## config.mk

```make
export PLATFORM = sky130hd
export DESIGN_NAME = ffha_cell
export DESIGN_NICKNAME = d
export VERILOG_FILES = /design/src/rtl/ffha_pkg.sv /design/src/rtl/ffha_cell.sv
export SDC_FILE = /design/constraint.sdc
export NUM_CORES = 1
export LEC_CHECK = 0
export BUFFER_PORTS_ARGS = -buffer_cell sky130_fd_sc_hd__clkbuf_2
export CORE_MARGIN = 5
export CORE_UTILIZATION = 45
export DETAILED_ROUTE_END_ITERATION = 7
export PLACE_DENSITY = 0.8
export SLEW_MARGIN = 20
export SYNTH_ARGS = -nofsm -noshare
export SYNTH_HDL_FRONTEND = slang
export SYNTH_SLANG_ARGS = --single-unit
```

## constraint.sdc

```tcl
create_clock -name clock -period 4.1 [get_ports clock]
set_input_delay 0.41 -clock clock [delete_from_list [all_inputs] [get_ports clock]]
set_output_delay 0.41 -clock clock [all_outputs]
set_load 0.005 [all_outputs]
```

## src/rtl/ffha_pkg.sv

```systemverilog
package ffha_pkg;

   // table geometry and allocator constants
   localparam int MAX_CHUNKS   = 64;
   localparam int HEADER_BYTES = 13;
   localparam int SPLIT_SLACK  = 16;
   localparam int ADDR_W       = 32;
   localparam int SIZE_W       = ADDR_W + 1;
   localparam int CNT_W        = $clog2(MAX_CHUNKS + 1);

   localparam logic [ADDR_W-1:0] HDR_ADDR   = ADDR_W'(HEADER_BYTES);
   localparam logic [ADDR_W-1:0] WORD_MASK  = 32'hFFFF_FFFC;
   localparam logic [ADDR_W-1:0] PAGE_MASK  = 32'hFFFF_F000;
   localparam logic [ADDR_W-1:0] PAGE_BYTES = 32'd4096;
   localparam logic [ADDR_W-1:0] WORD_BYTES = 32'd4;

   // result status codes
   localparam logic [1:0] STATUS_DONE    = 2'd0;
   localparam logic [1:0] STATUS_OOM     = 2'd1;
   localparam logic [1:0] STATUS_IGNORED = 2'd2;

   // request kinds
   localparam logic REQ_ALLOC   = 1'b0;
   localparam logic REQ_RELEASE = 1'b1;

   // configuration register indexes
   localparam logic [1:0] REG_HEAP_MODE    = 2'd0;
   localparam logic [1:0] REG_REGION_BASE  = 2'd1;
   localparam logic [1:0] REG_REGION_BYTES = 2'd2;
   localparam logic [1:0] REG_BOOT_START   = 2'd3;

   typedef struct packed {
      logic [ADDR_W-1:0] start;
      logic [ADDR_W-1:0] bytes;
      logic              free;
      logic              valid;
   } entry_type;

   typedef enum logic [2:0] {
      CELL_HOLD,
      CELL_INIT,
      CELL_LOAD,
      CELL_STEP,
      CELL_TAKE,
      CELL_FREE,
      CELL_MERGE
   } cell_op_type;

   // broadcast from the sequencer to every cell
   typedef struct packed {
      cell_op_type       op;
      logic [SIZE_W-1:0] size;
      logic              split_ok;
      logic              split;
      logic [ADDR_W-1:0] base;
      logic [ADDR_W-1:0] first_bytes;
      logic [ADDR_W-1:0] rel_addr;
   } cell_cmd_type;

   // per-cell flags back to the sequencer
   typedef struct packed {
      logic              cur;
      logic              cur_valid;
      logic              alloc_hit;
      logic              split;
      logic              rel_hit;
      logic              can_merge;
      logic              right_valid;
      logic [ADDR_W-1:0] hit_addr;
   } cell_stat_type;

   typedef enum logic [2:0] {
      ST_IDLE,
      ST_ALLOC,
      ST_REL,
      ST_MSTART,
      ST_MERGE,
      ST_FINISH
   } state_type;

endpackage

```

## src/rtl/ffha_cell.sv

```systemverilog
module ffha_cell (
   input  logic                  clock,
   input  logic                  reset,
   input  logic                  is_head,
   input  ffha_pkg::cell_cmd_type cmd,
   input  logic                  left_mark,
   input  ffha_pkg::entry_type   left_pass,
   input  logic                  right_mark,
   input  ffha_pkg::entry_type   right_ent,
   output logic                  mark,
   output ffha_pkg::entry_type   ent,
   output ffha_pkg::entry_type   pass,
   output ffha_pkg::cell_stat_type stat
);
   import ffha_pkg::*;

   entry_type         ent_ff, ent_in;
   logic              mark_ff, mark_in;
   logic              cur, fits, split_here;
   logic [ADDR_W-1:0] pay_addr;

   // cursor sits at the last visited cell
   assign cur      = mark_ff & ~right_mark;
   assign pay_addr = ent_ff.start + HDR_ADDR;
   assign fits     = {1'b0, ent_ff.bytes} >= cmd.size;
   assign split_here = cmd.split_ok &&
      ({2'b00, ent_ff.bytes} > ({1'b0, cmd.size} + (SIZE_W+1)'(HEADER_BYTES + SPLIT_SLACK)));

   // status flags
   always_comb begin
      stat.cur         = cur;
      stat.cur_valid   = cur & ent_ff.valid;
      stat.alloc_hit   = cur & ent_ff.valid & ent_ff.free & fits;
      stat.split       = cur & ent_ff.valid & ent_ff.free & fits & split_here;
      stat.rel_hit     = cur & ent_ff.valid & (pay_addr == cmd.rel_addr);
      stat.can_merge   = cur & ent_ff.valid & ent_ff.free & right_ent.valid & right_ent.free;
      stat.right_valid = cur & right_ent.valid;
      stat.hit_addr    = (cur & ent_ff.valid) ? pay_addr : '0;
   end

   // entry handed right on an insert: the split-off tail or this entry
   always_comb begin
      pass = ent_ff;
      if (cur && split_here) begin
         pass.start = pay_addr + cmd.size[ADDR_W-1:0];
         pass.bytes = ent_ff.bytes - cmd.size[ADDR_W-1:0] - HDR_ADDR;
         pass.free  = 1'b1;
         pass.valid = 1'b1;
      end
   end

   // next entry and cursor mark
   always_comb begin
      ent_in  = ent_ff;
      mark_in = mark_ff;
      case (cmd.op)
         CELL_INIT: begin
            mark_in = 1'b0;
            if (is_head) begin
               ent_in.start = cmd.base;
               ent_in.bytes = cmd.first_bytes;
               ent_in.free  = 1'b1;
               ent_in.valid = 1'b1;
            end else begin
               ent_in = '0;
            end
         end
         CELL_LOAD: mark_in = is_head;
         CELL_STEP: mark_in = left_mark;
         CELL_TAKE: begin
            if (cur) begin
               if (split_here) ent_in.bytes = cmd.size[ADDR_W-1:0];
               ent_in.free = 1'b0;
            end else if (!mark_ff && cmd.split) begin
               ent_in = left_pass;
            end
         end
         CELL_FREE: begin
            if (cur) ent_in.free = 1'b1;
         end
         CELL_MERGE: begin
            if (cur) begin
               ent_in.bytes = ent_ff.bytes + HDR_ADDR + right_ent.bytes;
            end else if (!mark_ff) begin
               ent_in = right_ent;
            end
         end
         default: ;
      endcase
   end

   always_ff @(posedge clock) begin
      if (reset) begin
         ent_ff.start <= '0;
         ent_ff.bytes <= '0;
         ent_ff.free  <= is_head;
         ent_ff.valid <= is_head;
         mark_ff      <= 1'b0;
      end else begin
         ent_ff  <= ent_in;
         mark_ff <= mark_in;
      end
   end

   assign mark = mark_ff;
   assign ent  = ent_ff;

endmodule

```

==> reports/metrics.yaml <==
status:
  run_status: "complete, but fails checks"
  failed_checks: "setup timing"
die:
  chipHeight_um: 185
  die_w_um: 185
  initial_core_util_pct: 45.4
  die_area_mm2: 0.0344
  ioPinCount: 443
  cell_rows: 64
  floorplan.core_area_mm2: 0.0305
logic_synthesis:
  synth_edf_count: 2
  yosys.cell_count.top_type: "sky130_fd_sc_hd__ha_1"
  ys_types: 75
  synth.net_count: 2436
  synth_async_sr_flop_share_pct: 0
  synth.top_cell.area_share_pct: 19.6
  synth.yosys.warnings: 0
  netlist.top_cell.by_area: "sky130_fd_sc_hd__ha_1"
  synth_top_cells_by_count: "sky130_fd_sc_hd__ha_1 (217), sky130_fd_sc_hd__nand2_1 (204), sky130_fd_sc_hd__inv_1 (188)"
  ys_dominant_reg_cell: "sky130_fd_sc_hd__dfxtp_1"
  synth_sequential_area_ratio_pct: 9.83
  synthesis.instances: 1943
  avgSynthCellArea_um2: 7.12
  post_synth_main_area_contributors: "sky130_fd_sc_hd__ha_1 (20%), sky130_fd_sc_hd__dfxtp_1 (9.4%), sky130_fd_sc_hd__xnor2_1 (6.6%), sky130_fd_sc_hd__nand2_1 (5.5%), sky130_fd_sc_hd__inv_1 (5.1%)"
  ys_seq_elements: 67
  synth.cell_area_mm2: 0.0138
sta:
  final.setup.tns_ns: -11.68
  final.period_utilization_pct: 107
  tightestPinTransition_ns: 1.07
  setup-violations-final: 66
  grt_setup_unrepaired: "yes"
  fin_ws_ns: -0.287
  timing.max_slew.rel_slack_pct: 29.0
  report.final.hold_viol_count: 0
  fin_worst_skew_ns: 0.00918
  fmaxAchievable_mhz: 228
  period_needed_ns: 4.39
  final_max_slew_viol_count: 0
drt:
  wl_per_cell_um: 21.8
  drc: 0
  via_per_inst: 5.95
  route.vias.total: 17800
  drt-total-wl_um: 65300
  drt-pass1-iter-count: 6
  drtAntennaViolNets: 0
  drt_iter0_markers: 1748
placement:
  portBuffers: 442
  place_congestion: 1.00
  hpwl_um: 50500
clock_network:
  cts-htree-levels: 3
  clock_buffer_count_from_cts: 9
  cts-hold-fix-buffers: 0
  clk-insertion-delay-late_ns: 0.35
  cts-root-to-sink-buffers: 2
  path_clk_slew_ns: 0.06
  cts_num_sinks: 67
  cts-root-buf: "sky130_fd_sc_hd__clkbuf_16"
  cts_tree: "built"
grt:
  grt_first_pass_wirelength_um: 92200
  largest_net_degree_at_the_start_of_global_routing: 70
  globalRouteTotalUtil_pct: 34.1
  global_route.overflow_total: 0
  use_met3_pct: 5.81
  grt.met2_usage_pct: 55.0
  grt_antenna_before_repair: 4
  busiest_layer: "met2"
  grtUsageMet1_pct: 45.3
  first_global_vias: 16700
worst_setup_path:
  critical_path_arrival_ns: 3.98
  setup.worst_path.start_class: "input pin"
  crit_chain: "buf_6, and4_4, and2_4, and4_4, nand3_4, buf_6, buf_6, xnor2_2, ha_1, nand4_1, nor4_4, nand2_2, o221ai_2, a221o_2, nand3_4, buf_12, buf_6, buf_8, nand2_1, o21ai_1, buf_2"
  cp_slowest_stage_delay_ns: 0.39
  critical_path.n_buffers_inverters: 7
  crit_top_cell: "sky130_fd_sc_hd__buf_6"
  worst-path-max-fanout: 8
  timing.critical_path.max_delay_family: "simple AND/OR/NAND/NOR gates"
  cp-end-kind: "output pin"
  critical_path_required_ns: 3.69
  cpMaxStageDelayCell: "sky130_fd_sc_hd__nor4_4"
  path_class: "input pin to output pin"
power:
  p_per_area_mw_per_mm2: 231
  finalPower_mw: 4.71
  ir_worst_vdd_v: 0.000169
  leakagePower_nw: 10.4
final_layout:
  area_delta_synth_final_pct: 47.2
  drive_gt1_share_pct: 37.6
  design.final.nets: 3079
min_path:
  min_path_type: "input pin to register"
flow_run:
  cap_viol_max_count: 0
## worst register-to-register path, cell delays in order, from the launching register on
cell                       delay (ns)
sky130_fd_sc_hd__dfxtp_2         0.45
sky130_fd_sc_hd__inv_1           0.12
sky130_fd_sc_hd__ha_1            0.28
sky130_fd_sc_hd__inv_1           0.07
sky130_fd_sc_hd__fa_1            0.49
sky130_fd_sc_hd__a21o_1          0.21
sky130_fd_sc_hd__a221o_1         0.34
sky130_fd_sc_hd__a31oi_1         0.48
sky130_fd_sc_hd__o211ai_1        0.27
sky130_fd_sc_hd__a21oi_1         0.27
sky130_fd_sc_hd__nor3b_1         0.11
sky130_fd_sc_hd__o21ai_0         0.18
sky130_fd_sc_hd__mux2_2          0.36
sky130_fd_sc_hd__o221a_2         0.24
## stage by stage
stage	hold slack, ns	instance area, um2	utilization [%]	worst slack [ns]	cells
global placement	0.543	18000	58.9	-0.394	2914
floorplan	0.508	13800	-	0.0111	1943
CTS	0.395	19100	62.5	-0.160	2957
finish	0.403	20400	66.8	-0.287	2989
global route	0.407	20400	66.8	-0.426	2988
detailed placement	0.569	18000	58.9	-0.476	2914
## layout by cell type (no fill, tap or decap), types with 11 or more instances in the layout
master	n
sky130_fd_sc_hd__xor2_1	54
sky130_fd_sc_hd__o21ai_1	18
sky130_fd_sc_hd__buf_2	42
sky130_fd_sc_hd__ha_1	207
sky130_fd_sc_hd__o21ai_2	20
sky130_fd_sc_hd__nand4_1	32
sky130_fd_sc_hd__nor2_1	138
sky130_fd_sc_hd__o211ai_1	44
sky130_fd_sc_hd__nand3_1	59
sky130_fd_sc_hd__nand2_1	173
sky130_fd_sc_hd__clkbuf_2	385
sky130_fd_sc_hd__nand2_2	16
sky130_fd_sc_hd__inv_1	185
sky130_fd_sc_hd__a211oi_2	18
sky130_fd_sc_hd__and3_1	20
sky130_fd_sc_hd__nand2_4	15
sky130_fd_sc_hd__a21o_1	59
sky130_fd_sc_hd__dfxtp_1	54
sky130_fd_sc_hd__o21ai_0	89
sky130_fd_sc_hd__xnor2_1	96
sky130_fd_sc_hd__dfxtp_2	11
sky130_fd_sc_hd__nor3_1	18
sky130_fd_sc_hd__buf_4	235
sky130_fd_sc_hd__nor2b_1	11
sky130_fd_sc_hd__o21ai_4	13
sky130_fd_sc_hd__o21a_1	13
sky130_fd_sc_hd__mux2i_1	41
sky130_fd_sc_hd__clkbuf_16	19
sky130_fd_sc_hd__a21oi_1	126
sky130_fd_sc_hd__a31oi_1	19
sky130_fd_sc_hd__buf_6	30
sky130_fd_sc_hd__a221oi_1	28
sky130_fd_sc_hd__and2_1	15
## final timing paths
kind | from | endpoint | slack, ns | cells after the start
min reg2reg | mark | mark | 0.59 | 2
max reg2reg | ent[4] | ent[31] | 0.13 | 13
max | cmd[117] | pass[41] | -0.29 | 21
min | cmd[51] | ent[21] | 0.40 | 3
## timing repair
item | in CTS | in global routing
gates resized for setup | 155 | 248
setup buffers | 27 | 26
endpoints found under the setup margin | 68 | 69
pin swaps | 52 | 91
gates cloned | 1 | 12
## kinds of logic after synthesis
group / after synthesis / synth area share (%)
adder cells (fa/ha/maj): 222 / 20.3
AO/OA/AOI/OAI: 561 / 27.5
buffers and inverters: 280 / 7.85
multiplexers: 48 / 3.53
AND/OR/NAND/NOR: 604 / 20.8
XOR/XNOR: 161 / 10.2
flip-flops: 67 / 9.83
## routing by layer
layer	share of wire, %	vias up
li1	-	8245
met1	40	8326
met2	46	988
met3	9.5	214
met4	4.7	4
met5	0.052	-
## sequential cells by signal, indices dropped and copies added, names as in the netlist
name  count
mark      1
ent      66
## power breakdown
group	internal [mW]	total [mW]	switching, mW	leakage [nW]
logic	1.27	2.89	1.62	9.64
clock network	0.645	1.00	0.359	0.179
registers	0.714	0.815	0.101	0.559
## final cells by class
class	instances	area (um2)
multi-input combinational	1597	12600
fill	2593	10100
timing repair buffer	722	4850
sequential	67	1380
inverter	189	709
tap	396	495
clock buffer	12	267
clock inverter	4	95.1
antenna	2	5.00
Note: power is estimated with default switching activity, not from simulation.
